<file path="config.mk">
export PLATFORM = sky130hd
export DESIGN_NAME = serial_command_line_matcher_top
export DESIGN_NICKNAME = d
export VERILOG_FILES = /design/src/scl_pkg.sv /design/src/serial_command_line_matcher_top.sv /design/src/scl_ram.sv /design/src/scl_cmp.sv
export VERILOG_INCLUDE_DIRS = /design/src /design/src/src
export SDC_FILE = /design/constraint.sdc
export NUM_CORES = 1
export LEC_CHECK = 0
export ABC_CLOCK_PERIOD_IN_PS = 9800
export BUFFER_PORTS_ARGS = -buffer_cell sky130_fd_sc_hd__buf_2
export CAP_MARGIN = 10
export CORE_MARGIN = 2
export CORE_UTILIZATION = 44
export DETAILED_ROUTE_END_ITERATION = 12
export GPL_TIMING_DRIVEN = 0
export PLACE_DENSITY_LB_ADDON = 0.3
export SLEW_MARGIN = 40
export SYNTH_ARGS = -nofsm -noshare
export SYNTH_HDL_FRONTEND = slang
export SYNTH_HIERARCHICAL = 1
export SYNTH_SLANG_ARGS = --single-unit
</file>
<file path="constraint.sdc">
create_clock -name clk -period 9.8 [get_ports clk]
set_input_delay 0.98 -clock clk [delete_from_list [all_inputs] [get_ports clk]]
set_output_delay 0.98 -clock clk [all_outputs]
set_load 0.01 [all_outputs]
</file>
<file path="src/serial_command_line_matcher_top_macros.svh">
// Assertion macros shared by the matcher RTL.
`ifndef SERIAL_COMMAND_LINE_MATCHER_TOP_MACROS_SVH
`define SERIAL_COMMAND_LINE_MATCHER_TOP_MACROS_SVH

// Same-cycle implication, clocked on clk, off during reset.
`define SCL_ASSERT_NOW(label, ante, cons, msg) \
    label: assert property (@(posedge clk) disable iff (!rst_n) (ante) |-> (cons)) \
        else $error(msg);

// Next-cycle implication, clocked on clk, off during reset.
`define SCL_ASSERT_NEXT(label, ante, cons, msg) \
    label: assert property (@(posedge clk) disable iff (!rst_n) (ante) |=> (cons)) \
        else $error(msg);

`endif

</file>
<file path="src/scl_pkg.sv">
package scl_pkg;

    localparam int LINE_MAX_DEF = 20;
    localparam int SLOTS_DEF    = 12;
    localparam int NAME_LEN_DEF = 4;

    localparam logic [7:0] CH_CR    = 8'd13;
    localparam logic [7:0] CH_DEL   = 8'd127;
    localparam logic [7:0] CH_SPACE = 8'd32;

    localparam logic [2:0] RSP_NONE  = 3'd0;
    localparam logic [2:0] RSP_ECHO  = 3'd1;
    localparam logic [2:0] RSP_BS    = 3'd2;
    localparam logic [2:0] RSP_BELL  = 3'd3;
    localparam logic [2:0] RSP_CRLF  = 3'd4;

    localparam logic [1:0] OUT_NONE    = 2'd0;
    localparam logic [1:0] OUT_BLANK   = 2'd1;
    localparam logic [1:0] OUT_MATCH   = 2'd2;
    localparam logic [1:0] OUT_UNKNOWN = 2'd3;

endpackage

</file>
<file path="src/serial_command_line_matcher_top.sv">
// Channel | Direction | Handshake          | Payload
// in      | input     | in_valid/in_ready   | op, rx_byte, command_text
// out     | output    | out_valid/out_ready | response, echo_byte, control_char, dropped,
//         |           |                     | line_done, outcome, match_slot, table_full
//
// Byte, DEL and registration words: result registered in the cycle after accept.
// CR on a non-empty line: the table is scanned (one table RAM read per slot in use,
// compare on the registered read data, stop at the first match) before the result.
// Reset clears all control; the name table reads as empty through the fill count.
// in_ready is low while the table is scanned and while a result waits unaccepted
// with out_ready low.
`include "serial_command_line_matcher_top_macros.svh"

module serial_command_line_matcher_top #(
    parameter int LINE_MAX = scl_pkg::LINE_MAX_DEF,
    parameter int SLOTS    = scl_pkg::SLOTS_DEF,
    parameter int NAME_LEN = scl_pkg::NAME_LEN_DEF
) (
    input  logic        clk,
    input  logic        rst_n,
    input  logic        in_valid,
    output logic        in_ready,
    input  logic        op,
    input  logic [7:0]  rx_byte,
    input  logic [31:0] command_text,
    output logic        out_valid,
    input  logic        out_ready,
    output logic [2:0]  response,
    output logic [7:0]  echo_byte,
    output logic        control_char,
    output logic        dropped,
    output logic        line_done,
    output logic [1:0]  outcome,
    output logic [3:0]  match_slot,
    output logic        table_full
);

    localparam int LEN_W  = $clog2(LINE_MAX + 1);
    localparam int SLOT_W = $clog2(SLOTS + 1);
    localparam int AW     = (SLOTS > 1) ? $clog2(SLOTS) : 1;
    localparam int NW     = 8 * NAME_LEN;

    typedef enum logic {
        S_IDLE,
        S_SCAN
    } state_t;

    state_t            state_reg,     state_next;
    logic [LEN_W-1:0]  len_reg,       len_next;
    logic [NW-1:0]     head_reg,      head_next;
    logic [SLOT_W-1:0] slots_reg,     slots_next;
    logic [SLOT_W-1:0] issue_reg,     issue_next;
    logic              cmp_vld_reg,   cmp_vld_next;
    logic [AW-1:0]     cmp_idx_reg,   cmp_idx_next;
    logic              out_valid_reg, out_valid_next;
    logic [2:0]        rsp_reg,       rsp_next;
    logic [7:0]        echo_reg,      echo_next;
    logic              ctrl_reg,      ctrl_next;
    logic              drop_reg,      drop_next;
    logic              done_reg,      done_next;
    logic [1:0]        outc_reg,      outc_next;
    logic [3:0]        slot_reg,      slot_next;
    logic              full_reg,      full_next;

    logic          in_fire;
    logic          out_fire;
    logic          issuing;
    logic          ram_we;
    logic [NW-1:0] ram_wdata;
    logic [NW-1:0] ram_rdata;
    logic          cmp_match;
    logic [63:0]   text_ext;
    logic          ended;
    logic [7:0]    c;
    logic [6:0]    slot_wide;

    assign in_ready  = (state_reg == S_IDLE) && (!out_valid_reg || out_ready);
    assign in_fire   = in_valid && in_ready;
    assign out_fire  = out_valid_reg && out_ready;
    assign issuing   = issue_reg < slots_reg;
    assign text_ext  = 64'(command_text);
    assign slot_wide = 7'(cmp_idx_reg);

    assign out_valid    = out_valid_reg;
    assign response     = rsp_reg;
    assign echo_byte    = echo_reg;
    assign control_char = ctrl_reg;
    assign dropped      = drop_reg;
    assign line_done    = done_reg;
    assign outcome      = outc_reg;
    assign match_slot   = slot_reg;
    assign table_full   = full_reg;

    always_comb
    begin
        ended     = 1'b0;
        c         = '0;
        ram_wdata = '0;
        for (int i = 0; i < NAME_LEN; i++)
        begin
            c = (i < 4) ? text_ext[8*i +: 8] : 8'd0;
            if (c == 8'd0)
            begin
                ended = 1'b1;
            end
            ram_wdata[8*i +: 8] = ended ? 8'd0 : c;
        end
    end

    scl_ram #(
        .WIDTH (NW),
        .DEPTH (SLOTS)
    ) u_table (
        .clk   (clk),
        .we    (ram_we),
        .waddr (slots_reg[AW-1:0]),
        .wdata (ram_wdata),
        .raddr (issue_reg[AW-1:0]),
        .rdata (ram_rdata)
    );

    scl_cmp #(
        .NAME_LEN (NAME_LEN),
        .LEN_W    (LEN_W)
    ) u_cmp (
        .head  (head_reg),
        .len   (len_reg),
        .name  (ram_rdata),
        .match (cmp_match)
    );

    always_comb
    begin
        state_next     = state_reg;
        len_next       = len_reg;
        head_next      = head_reg;
        slots_next     = slots_reg;
        issue_next     = issue_reg;
        cmp_vld_next   = cmp_vld_reg;
        cmp_idx_next   = cmp_idx_reg;
        out_valid_next = out_valid_reg;
        rsp_next       = rsp_reg;
        echo_next      = echo_reg;
        ctrl_next      = ctrl_reg;
        drop_next      = drop_reg;
        done_next      = done_reg;
        outc_next      = outc_reg;
        slot_next      = slot_reg;
        full_next      = full_reg;
        ram_we         = 1'b0;

        if (out_fire)
        begin
            out_valid_next = 1'b0;
        end

        case (state_reg)
            S_IDLE:
            begin
                if (in_fire)
                begin
                    rsp_next  = scl_pkg::RSP_NONE;
                    echo_next = '0;
                    ctrl_next = 1'b0;
                    drop_next = 1'b0;
                    done_next = 1'b0;
                    outc_next = scl_pkg::OUT_NONE;
                    slot_next = '0;
                    full_next = 1'b0;
                    out_valid_next = 1'b1;
                    if (op)
                    begin
                        if (slots_reg >= SLOT_W'(SLOTS))
                        begin
                            full_next = 1'b1;
                        end
                        else
                        begin
                            ram_we     = 1'b1;
                            slots_next = slots_reg + 1'b1;
                        end
                    end
                    else if (rx_byte == scl_pkg::CH_CR)
                    begin
                        rsp_next  = scl_pkg::RSP_CRLF;
                        done_next = 1'b1;
                        if (len_reg == '0)
                        begin
                            outc_next = scl_pkg::OUT_BLANK;
                        end
                        else
                        begin
                            out_valid_next = 1'b0;
                            state_next     = S_SCAN;
                            issue_next     = '0;
                            cmp_vld_next   = 1'b0;
                        end
                    end
                    else if (rx_byte == scl_pkg::CH_DEL)
                    begin
                        if (len_reg != '0)
                        begin
                            len_next = len_reg - 1'b1;
                            rsp_next = scl_pkg::RSP_BS;
                        end
                        else
                        begin
                            rsp_next = scl_pkg::RSP_BELL;
                        end
                    end
                    else if (len_reg >= LEN_W'(LINE_MAX))
                    begin
                        drop_next = 1'b1;
                    end
                    else
                    begin
                        for (int i = 0; i < NAME_LEN; i++)
                        begin
                            if (len_reg == LEN_W'(i))
                            begin
                                head_next[8*i +: 8] = rx_byte;
                            end
                        end
                        len_next  = len_reg + 1'b1;
                        rsp_next  = scl_pkg::RSP_ECHO;
                        echo_next = rx_byte;
                        ctrl_next = rx_byte < scl_pkg::CH_SPACE;
                    end
                end
            end
            S_SCAN:
            begin
                cmp_vld_next = issuing;
                cmp_idx_next = issue_reg[AW-1:0];
                if (issuing)
                begin
                    issue_next = issue_reg + 1'b1;
                end
                if (cmp_vld_reg && cmp_match)
                begin
                    outc_next      = scl_pkg::OUT_MATCH;
                    slot_next      = slot_wide[3:0];
                    state_next     = S_IDLE;
                    len_next       = '0;
                    cmp_vld_next   = 1'b0;
                    out_valid_next = 1'b1;
                end
                else if (!issuing)
                begin
                    outc_next      = scl_pkg::OUT_UNKNOWN;
                    state_next     = S_IDLE;
                    len_next       = '0;
                    cmp_vld_next   = 1'b0;
                    out_valid_next = 1'b1;
                end
            end
            default:
            begin
                state_next = S_IDLE;
            end
        endcase
    end

    always_ff @(posedge clk or negedge rst_n)
    begin
        if (!rst_n)
        begin
            state_reg     <= S_IDLE;
            len_reg       <= '0;
            head_reg      <= '0;
            slots_reg     <= '0;
            issue_reg     <= '0;
            cmp_vld_reg   <= 1'b0;
            cmp_idx_reg   <= '0;
            out_valid_reg <= 1'b0;
            rsp_reg       <= '0;
            echo_reg      <= '0;
            ctrl_reg      <= 1'b0;
            drop_reg      <= 1'b0;
            done_reg      <= 1'b0;
            outc_reg      <= '0;
            slot_reg      <= '0;
            full_reg      <= 1'b0;
        end
        else
        begin
            state_reg     <= state_next;
            len_reg       <= len_next;
            head_reg      <= head_next;
            slots_reg     <= slots_next;
            issue_reg     <= issue_next;
            cmp_vld_reg   <= cmp_vld_next;
            cmp_idx_reg   <= cmp_idx_next;
            out_valid_reg <= out_valid_next;
            rsp_reg       <= rsp_next;
            echo_reg      <= echo_next;
            ctrl_reg      <= ctrl_next;
            drop_reg      <= drop_next;
            done_reg      <= done_next;
            outc_reg      <= outc_next;
            slot_reg      <= slot_next;
            full_reg      <= full_next;
        end
    end

    `SCL_ASSERT_NOW(a_scan_no_out, state_reg == S_SCAN, !out_valid_reg, "result shown during scan")
    `SCL_ASSERT_NOW(a_slots_bound, 1'b1, slots_reg <= SLOT_W'(SLOTS), "slot count over table size")
    `SCL_ASSERT_NOW(a_len_bound, 1'b1, len_reg <= LEN_W'(LINE_MAX), "line length over limit")
    `SCL_ASSERT_NEXT(a_cr_scan,
        in_fire && !op && rx_byte == scl_pkg::CH_CR && len_reg != '0,
        state_reg == S_SCAN && !out_valid_reg, "CR on non-empty line did not start scan")
    `SCL_ASSERT_NOW(a_match_crlf, out_valid_reg && outc_reg == scl_pkg::OUT_MATCH,
        rsp_reg == scl_pkg::RSP_CRLF && done_reg, "match without line end")

endmodule

</file>
<file path="src/scl_ram.sv">
module scl_ram #(
    parameter int WIDTH = 32,
    parameter int DEPTH = 12,
    localparam int AW = (DEPTH > 1) ? $clog2(DEPTH) : 1
) (
    input  logic             clk,
    input  logic             we,
    input  logic [AW-1:0]    waddr,
    input  logic [WIDTH-1:0] wdata,
    input  logic [AW-1:0]    raddr,
    output logic [WIDTH-1:0] rdata
);

    logic [WIDTH-1:0] mem [DEPTH];

    always_ff @(posedge clk)
    begin
        if (we)
        begin
            mem[waddr] <= wdata;
        end
        rdata <= mem[raddr];
    end

endmodule

</file>
<file path="src/scl_cmp.sv">
module scl_cmp #(
    parameter int NAME_LEN = 4,
    parameter int LEN_W    = 5
) (
    input  logic [8*NAME_LEN-1:0] head,
    input  logic [LEN_W-1:0]      len,
    input  logic [8*NAME_LEN-1:0] name,
    output logic                  match
);

    logic [7:0] a;
    logic [7:0] b;
    logic       alive;
    logic       ok;

    always_comb
    begin
        a     = '0;
        b     = '0;
        alive = 1'b1;
        ok    = 1'b1;
        for (int i = 0; i < NAME_LEN; i++)
        begin
            a = (LEN_W'(i) < len) ? head[8*i +: 8] : 8'd0;
            b = name[8*i +: 8];
            if (alive)
            begin
                if (a != b)
                begin
                    ok = 1'b0;
                end
                if (a == 8'd0)
                begin
                    alive = 1'b0;
                end
            end
        end
        match = ok && (name[7:0] != 8'd0);
    end

endmodule

</file>
==> metrics.cfg, run 1 <==
[cts]
root_buffer=clkbuf_16
cts_resized=0
cts.reportedPaths.clkPinSlew_ns=0.06
cts_tree=done
worstSkewPairLatency_ns=0.60
cts_sinks=488
post-cts-setup-buffer-count=0
cts_buffers=49
cts_hold_buf=0
cts_buffer_depth=3
htreeDepth=2

[power]
power.leakage_uw=0.00798
ir_drop_mv=0.120
cellPowerDensity_nw_per_um2=248
power.total_uw=5690

[layout]
fillers=3533
areaGrowthSynthToFinish_pct=17.9
diodes=0
layoutNonFillerInstCount=1874
fin_nets=1296
fin_area_um2=23000
final_layout_size_suffix_gt1_frac=0.279
largest_reg_flops=384

[setup_path]
cp-start-kind=register
crit_fanout=7
crit_start=state_reg$_DFF_PN0_
cp_common_cell=buf_4
crit_chain=nor2b_1 > and2_1 > nand3_1 > inv_1 > or3b_2 > nor3_2 > buf_4 > buf_4 > buf_2
reg2regPathDepth=9
r2r-end=u_table/mem[0][17]$_DFFE_PP_
r2r_start=state_reg$_DFF_PN0_
crit_required_ns=10.09
critPathSlowestCell=or3b_2
cpPeakStageDelay_ns=0.57
r2r_setup_slack_ns=6.36
critical_path.endpoint=u_table/mem[0][17]$_DFFE_PP_
critPathKind=reg -> reg
crit_arrival_ns=3.73
cp-end-kind=register

[timing]
period_share=0.351
timing.setup.tns_ns=0
tightestPinTransition_ns=0.804
fmax_mhz=290
finalSetupViolations=0
period_needed_ns=3.44
whs_ns=0.263
slew_viol_final=0
fin_skew_ns=0.0166
relSlewSlack=0.464
finalHoldViolCount=0
rsz0062_at_grt=false

[floorplanning]
pin_count=68
rows=77
initial_core_util=0.444
die_x_um=214
die_area_um2=46000
core_um2=43900
die_height_um=214

[synthesis]
synthTopCellsByCount=edfxtp_1, dfrtp_1, mux2i_1
synthArstFlopShare=0.148
synth-simple-area-share=0.0536
synth_ff_type=edfxtp_1
syn_nets=1139
synth_most_common_cell=edfxtp_1
synth-seq-cells=488
muxShareOfSynthArea=0.128
synth_top_family_by_area=multiplexers
synth_compound_gate_area_share=0.0688
synth_seq_area_share=0.717
synth_xor_area_frac=0.00674
synth_top_area_share=0.592
yosys_warnings=6
syn_area_um2=19500
synthCells=1084
avgSynthCellArea_um2=18.0
synth_edf_count=384
ys_top_cells_by_area=edfxtp_1, dfrtp_1, mux4_2
synth.largest_area_cell=edfxtp_1
synth_fa_ha_area_frac=0.00642
synth.distinct_cells=80

[place]
place_area_um2=21200
gp_congestion=0.776
placed_cells=1782
dp_hpwl_um=28800
portBuffers=67

[route]
drt-total-wl_um=42400
drtIter0Drc=943
wire_per_inst_um=22.6
vias=10500
vias_per_cell=5.61
dr.pass1.iters=5
drcViolationCount=0
ant_nets=0

[flow_run]
drv_cap=0

[outcome]
outcome=completed

[global_route]
grt_pass1_vias=10900
grt_pass1_wl_um=65700
grt_usage=0.187
grt_max_degree=40
antenna_found_initial=0
grt.overflow.total=0

[worst_hold_path]
hp-class=in -> async

cell usage in the layout, fill, tap and decap left out, types with 5 or more instances in the layout:
cell type | synthesis | final
clkinv_2 | 0 | 17
nand2b_1 | 5 | 5
buf_2 | 3 | 76
nor4_1 | 11 | 11
nand3_1 | 9 | 9
a31oi_1 | 13 | 13
nor2_1 | 36 | 27
buf_6 | 12 | 13
nor3_1 | 19 | 16
a211o_1 | 5 | 5
nand2_1 | 24 | 24
buf_4 | 1 | 13
inv_1 | 17 | 17
a22oi_1 | 28 | 28
dfxtp_1 | 32 | 32
ha_1 | 10 | 10
o21ai_0 | 11 | 11
o221ai_1 | 28 | 28
dfrtp_1 | 72 | 72
edfxtp_1 | 384 | 384
a21oi_1 | 14 | 13
bufinv_16 | 0 | 7
mux4_2 | 64 | 64
xnor2_1 | 14 | 14
clkbuf_8 | 0 | 7
mux2_2 | 33 | 33
mux2i_1 | 65 | 65
nor2_4 | 1 | 10
buf_16 | 0 | 12
and2_1 | 26 | 26
clkbuf_1 | 31 | 30
buf_8 | 0 | 7
nor2b_1 | 11 | 11
clkbuf_16 | 0 | 49
a22o_1 | 14 | 14
o32ai_1 | 8 | 8
metrics by stage:
stage          worst slack (ns)   util
6_report                   6.36  0.523
2_1_floorplan              4.93      -
4_1_cts                    6.35  0.523
3_5_place_dp               5.76  0.484
3_3_place_gp               2.10  0.468
5_1_grt                    6.07  0.523
worst min-delay path by stage:
| stage | start | end | slack (ns) | depth (start not counted) |
|---|---|---|---|---|
| floorplan | cmp_vld_reg$_DFFE_PN0P_ | cmp_vld_reg$_DFFE_PN0P_ | 0.46 | 1 |
| global placement | dropped$_DFFE_PN0P_ | dropped$_DFFE_PN0P_ | 0.47 | 2 |
| detailed placement | table_full$_DFFE_PN0P_ | table_full$_DFFE_PN0P_ | 0.47 | 2 |
| CTS | rst_n | head_reg[5]$_DFFE_PN0P_ | 0.25 | 1 |
| global route | rst_n | head_reg[2]$_DFFE_PN0P_ | 0.27 | 1 |
| finish | rst_n | head_reg[5]$_DFFE_PN0P_ | 0.26 | 1 |
final cells by class:
class / count / area, um2 / share of cell area
plain buffers: 51 / 325 / 0.0142
clock buffers: 58 / 1330 / 0.0579
clock inverters: 34 / 409 / 0.0178
inverters: 17 / 63.8 / 0.00278
multi-input cells: 528 / 5220 / 0.227
flip-flops and latches: 488 / 14000 / 0.608
well taps: 592 / 741 / 0.0322
repair buffers: 106 / 922 / 0.0401
per-layer routing:
layer	wire [um]	part of all wire	global-route usage	vias up
li1	-	-	-	4713
met1	18600	0.44	0.254	5472
met2	20900	0.49	0.313	271
met3	1780	0.042	0.0252	62
met4	1090	0.026	0.0650	0
met5	0	0	0	-
worst max-delay path: cells and delay by family, from the launching register on:
| family | cells | cell delay (ns) |
|---|---|---|
| flops | 1 | 0.47 |
| simple gates | 5 | 1.83 |
| buf+inv | 4 | 0.81 |
cell families (layout without fill, tap and decap cells):
family                   after synthesis  in the layout
AND/OR/NAND/NOR                      177            177
adder cells (fa/ha/maj)               10             10
AO/OA/AOI/OAI                        162            162
multiplexers                         164            164
XOR/XNOR                              15             15
flip-flops                           488            488
buffers and inverters                 68            266
where the power goes:
group	switching, uW	total (uW)	internal (uW)
combinational	663	1220	559
clock	805	1970	1170
sequential	139	2500	2360
Power figures use the tool's default switching activity.
==> inputs of run 2 (changes only) <==
--- a/config.mk
+++ b/config.mk
@@ -6,7 +6,7 @@
 export SDC_FILE = /design/constraint.sdc
 export NUM_CORES = 1
 export LEC_CHECK = 0
-export ABC_CLOCK_PERIOD_IN_PS = 9800
+export ABC_CLOCK_PERIOD_IN_PS = 3140
 export BUFFER_PORTS_ARGS = -buffer_cell sky130_fd_sc_hd__buf_2
 export CAP_MARGIN = 10
 export CORE_MARGIN = 2
==> constraint.sdc (replaced) <==
create_clock -name clk -period 3.14 [get_ports clk]
set_input_delay 0.314 -clock clk [delete_from_list [all_inputs] [get_ports clk]]
set_output_delay 0.314 -clock clk [all_outputs]
set_load 0.01 [all_outputs]
==> metrics.cfg, run 2 (synthesis results as in run 1) <==
[timing]
relSlewSlack=0.423
period_needed_ns=2.96
fin_skew_ns=0.0137
finalHoldViolCount=0
tightestPinTransition_ns=0.865
rsz0062_at_grt=false
fmax_mhz=338
slew_viol_final=0
whs_ns=0.0462
period_share=0.942
finalSetupViolations=0

[global_route]
grt_pass1_vias=10700
grt.overflow.total=0
grt_max_degree=38
antenna_found_initial=1
use_met1=0.252
grt_pass1_wl_um=65800
gr-usage-met3=0.0348
globalRouteMet2Util=0.324
busiest_layer=met2
grt_usage=0.189

[floorplanning]
core_um2=43900
die_height_um=214
initial_core_util=0.444
die_x_um=214
pin_count=68
rows=77
die_area_um2=46000

[route]
drcViolationCount=0
drtIter0Drc=728
wire_per_inst_um=22.9
dr.pass1.iters=5
ant_nets=0
vias=10400
vias_per_cell=5.56
drt-total-wl_um=42800

[worst_hold_path]
hp-class=in -> reg

[place]
gp_congestion=0.814
portBuffers=67
dp_hpwl_um=28700

[setup_path]
crit_fanout=10
cp-start-kind=register
cp-end-kind=register
crit_arrival_ns=3.24
critPathKind=reg -> reg
crit_required_ns=3.42

[layout]
final_common_cell=edfxtp_1
fillers=3546
diodes=0
mostFrequentLayoutCells=edfxtp_1, dfrtp_1, buf_2
largest_reg_flops=384
areaGrowthSynthToFinish_pct=17.6
post-route-util=0.522
fin_nets=1295
final_layout_size_suffix_gt1_frac=0.272
multi_input_area_um2=5250
regArea_um2=14000

[cts]
root_buffer=clkbuf_16
cts_sinks=488
cts_tree=done
cts_buffers=49
worstSkewPairLatency_ns=0.59
htreeDepth=2
cts.reportedPaths.clkPinSlew_ns=0.06
cts_buffer_depth=3

[flow_run]
drv_cap=0

[power]
ir_drop_mv=0.401
power.leakage_uw=0.00790
cellPowerDensity_nw_per_um2=759

[outcome]
outcome=completed

## run 2: per-layer routing
metal  share of wire  vias up
met4           0.018        0
met3           0.047       58
met2            0.50      265
met1            0.43     5393
met5               0        -
li1                -     4707
## run 2: layout make-up
type                            count  area share
Tap cell                          592      0.0323
Clock inverter                     33      0.0125
Sequential cell                   488       0.610
Buffer                             50      0.0140
Timing Repair Buffer              106      0.0423
Inverter                           17     0.00278
Clock buffer                       59      0.0574
Multi-Input combinational cell    528       0.229
## run 2: where the power goes
part           leakage, uW  internal [uW]  switching (uW)  total (uW)
combinational      0.00245           1750            2090        3830
clock             0.000794           3330            2430        5760
sequential         0.00465           7360             436        7800
total              0.00790          12400            4950       17400
## run 2: final timing paths
| check | startpoint | endpoint | slack, ns | cells after the start |
|---|---|---|---|---|
| min in group asynchronous | rst_n | head_reg[2]$_DFFE_PN0P_ | 0.20 | 2 |
| setup / recovery | state_reg$_DFF_PN0_ | u_table/mem[0][19]$_DFFE_PP_ | 0.18 | 8 |
| hold / removal | in_valid | out_valid$_DFF_PN0_ | 0.05 | 3 |
| max in group asynchronous | rst_n | len_reg[0]$_DFFE_PN0P_ | 2.43 | 3 |
| hold reg to reg | table_full$_DFFE_PN0P_ | table_full$_DFFE_PN0P_ | 0.47 | 2 |
| setup reg to reg | state_reg$_DFF_PN0_ | u_table/mem[0][19]$_DFFE_PP_ | 0.18 | 8 |
## run 2: repair_timing
| action | in CTS | in global routing |
|---|---|---|
| hold buffers | 1 | 0 |
| hold endpoints to repair | 72 | 0 |
| gates resized for setup | 2 | 7 |
| buffers inserted | 8 | 2 |
| pin swaps | 4 | 2 |
| setup endpoints to repair | 47 | 78 |
## run 2: critical path, cell delays in order, from the launching register on
cell and delay (ns):
dfrtp_1 0.47, nor2b_2 0.25, and2_1 0.30, nand3_1 0.19, inv_1 0.13, or3b_2 0.58, nor3_4 0.32, buf_6 0.21
buf_6 0.18
## run 2: metrics by stage
stage | std cells | total power, uW | setup TNS, ns | area, um2 | setup slack (ns)
finish | 1873 | 17400 | 0 | 22900 | 0.183
global route | 1873 | 18100 | 0 | 22900 | 0.00143
CTS | 1872 | 17500 | 0 | 22900 | 0.0362
detailed placement | 1771 | 11800 | -3.78 | 21200 | -0.287
global placement | 1743 | 11700 | -668.85 | 20600 | -2.32
floorplan | 1084 | 10600 | -30.72 | 19500 | -0.320
==> inputs of run 3 (changes only) <==
--- a/config.mk
+++ b/config.mk
@@ -12,8 +12,7 @@
 export CORE_MARGIN = 2
 export CORE_UTILIZATION = 44
 export DETAILED_ROUTE_END_ITERATION = 12
-export GPL_TIMING_DRIVEN = 0
-export PLACE_DENSITY_LB_ADDON = 0.3
+export PLACE_DENSITY = 0.71
 export SLEW_MARGIN = 40
 export SYNTH_ARGS = -nofsm -noshare
 export SYNTH_HDL_FRONTEND = slang
==> metrics.cfg, run 3 (synthesis results as in run 1) <==
[setup_path]
cp-start-kind=register
crit_fanout=8
crit_arrival_ns=3.48
critPathKind=reg -> reg
cp-end-kind=register
crit_required_ns=3.57

[global_route]
grt_max_degree=47
antenna_found_initial=0
grt_pass1_vias=10500
grt_usage=0.178
grt_pass1_wl_um=62700
grt.overflow.total=0

[place]
gp_congestion=0.822
portBuffers=67
dp_slack_ns=0.124
dp_hpwl_um=24100

[route]
drtIter0Drc=835
ant_nets=0
drt-total-wl_um=41200
vias_per_cell=5.68
drcViolationCount=0
dr.pass1.iters=4
wire_per_inst_um=22.6
vias=10400

[timing]
period_needed_ns=3.05
whs_ns=0.0784
fin_skew_ns=0.0175
relSlewSlack=0.507
fin_ws_ns=0.0871
fmax_mhz=328
finalHoldViolCount=0
tightestPinTransition_ns=0.739
period_share=0.972
slew_viol_final=0
finalSetupViolations=0

[floorplanning]
die_x_um=214
rows=77
die_height_um=214
die_area_um2=46000
pin_count=68
initial_core_util=0.444
core_um2=43900

[worst_hold_path]
hp-class=in -> reg

[power]
ir_drop_mv=0.483
cellPowerDensity_nw_per_um2=756
power.leakage_uw=0.00764

[layout]
areaGrowthSynthToFinish_pct=14.8
final_layout_size_suffix_gt1_frac=0.262
diodes=0
largest_reg_flops=384
fin_nets=1248
final_common_cell=edfxtp_1
fillers=3525
mostFrequentLayoutCells=edfxtp_1, dfrtp_1, buf_2

[flow_run]
drv_cap=0

[cts]
cts.reportedPaths.clkPinSlew_ns=0.06
cts_buffers=48
cts_buffer_depth=3
htreeDepth=2
worstSkewPairLatency_ns=0.56
cts_sinks=488
root_buffer=clkbuf_16
cts_tree=done

[outcome]
outcome=completed

-- run 3: cell count changes in the layout (fill, tap and decap cells not counted), moves of 5 or more --
cell / delta
buf_16: -12
clkinv_2: -5
clkbuf_1: -20
buf_8: -6
buf_12: +12
buf_6: -22
buf_4: +17
-- run 3: repair_timing --
| item | in CTS | in global routing |
|---|---|---|
| setup endpoints to repair | 0 | 4 |
| hold buffers | 1 | 0 |
| resized for setup | 0 | 1 |
| endpoints found under the hold margin | 43 | 0 |
| setup buffers | 0 | 1 |
-- run 3: per-stage QoR --
stage / std cells / TNS (ns) / util / area (um2) / total power [uW]
floorplan: 1084 / -30.72 / - / 19500 / 10600
global placement: 1733 / 0 / 0.475 / 20800 / 11600
detailed placement: 1733 / 0 / 0.475 / 20900 / 11600
CTS: 1823 / 0 / 0.509 / 22400 / 17000
global route: 1824 / -0.0107 / 0.509 / 22400 / 17600
finish: 1824 / 0 / 0.509 / 22400 / 16900
-- run 3: worst max-delay path, cell delays in order (launching register included) --
cell       delay (ns)
dfrtp_1          0.50
a2111oi_4        0.36
buf_4            0.20
nor2_1           0.05
o32ai_1          0.26
nand4_1          0.14
a21oi_1          0.19
o21ai_0          0.15
a21oi_2          0.19
a21boi_0         0.23
and2_1           0.30
a221o_1          0.36
-- run 3: path summary, 6_finish.rpt --
| kind | start | to | slack, ns | cells past startpoint |
|---|---|---|---|---|
| worst max-delay path | len_reg[4]$_DFFE_PN0P_ | len_reg[1]$_DFFE_PN0P_ | 0.09 | 11 |
| worst min-delay path | op | slots_reg[2]$_DFFE_PN0P_ | 0.08 | 3 |
| worst max register to register | len_reg[4]$_DFFE_PN0P_ | len_reg[1]$_DFFE_PN0P_ | 0.09 | 11 |
| worst min register to register | table_full$_DFFE_PN0P_ | table_full$_DFFE_PN0P_ | 0.48 | 2 |
| max in group asynchronous | rst_n | head_reg[2]$_DFFE_PN0P_ | 2.16 | 3 |
| min in group asynchronous | rst_n | echo_byte[1]$_DFFE_PN0P_ | 0.30 | 2 |
-- run 3: cell type report --
class / instances / area (um2) / share of cell area
flip-flops and latches: 488 / 14000 / 0.625
multi-input cells: 528 / 5240 / 0.234
clock buffers: 70 / 1390 / 0.0620
repair buffers: 110 / 851 / 0.0380
well taps: 592 / 741 / 0.0331
clock inverters: 19 / 114 / 0.00509
inverters: 17 / 63.8 / 0.00285
-- run 3: report_power, final --
part           switching (uW)  total [uW]  internal [uW]
registers                 454        7820           7360
clock network            2330        5400           3070
logic                    1980        3680           1700
total                    4760       16900          12100
-- run 3: metal layers --
metal  GRT usage  up-vias  wire, um
met5           0        -         0
met2       0.296      321     20000
met4      0.0516        0       994
met3      0.0287       60      2200
li1            -     4602         -
met1       0.243     5378     18000
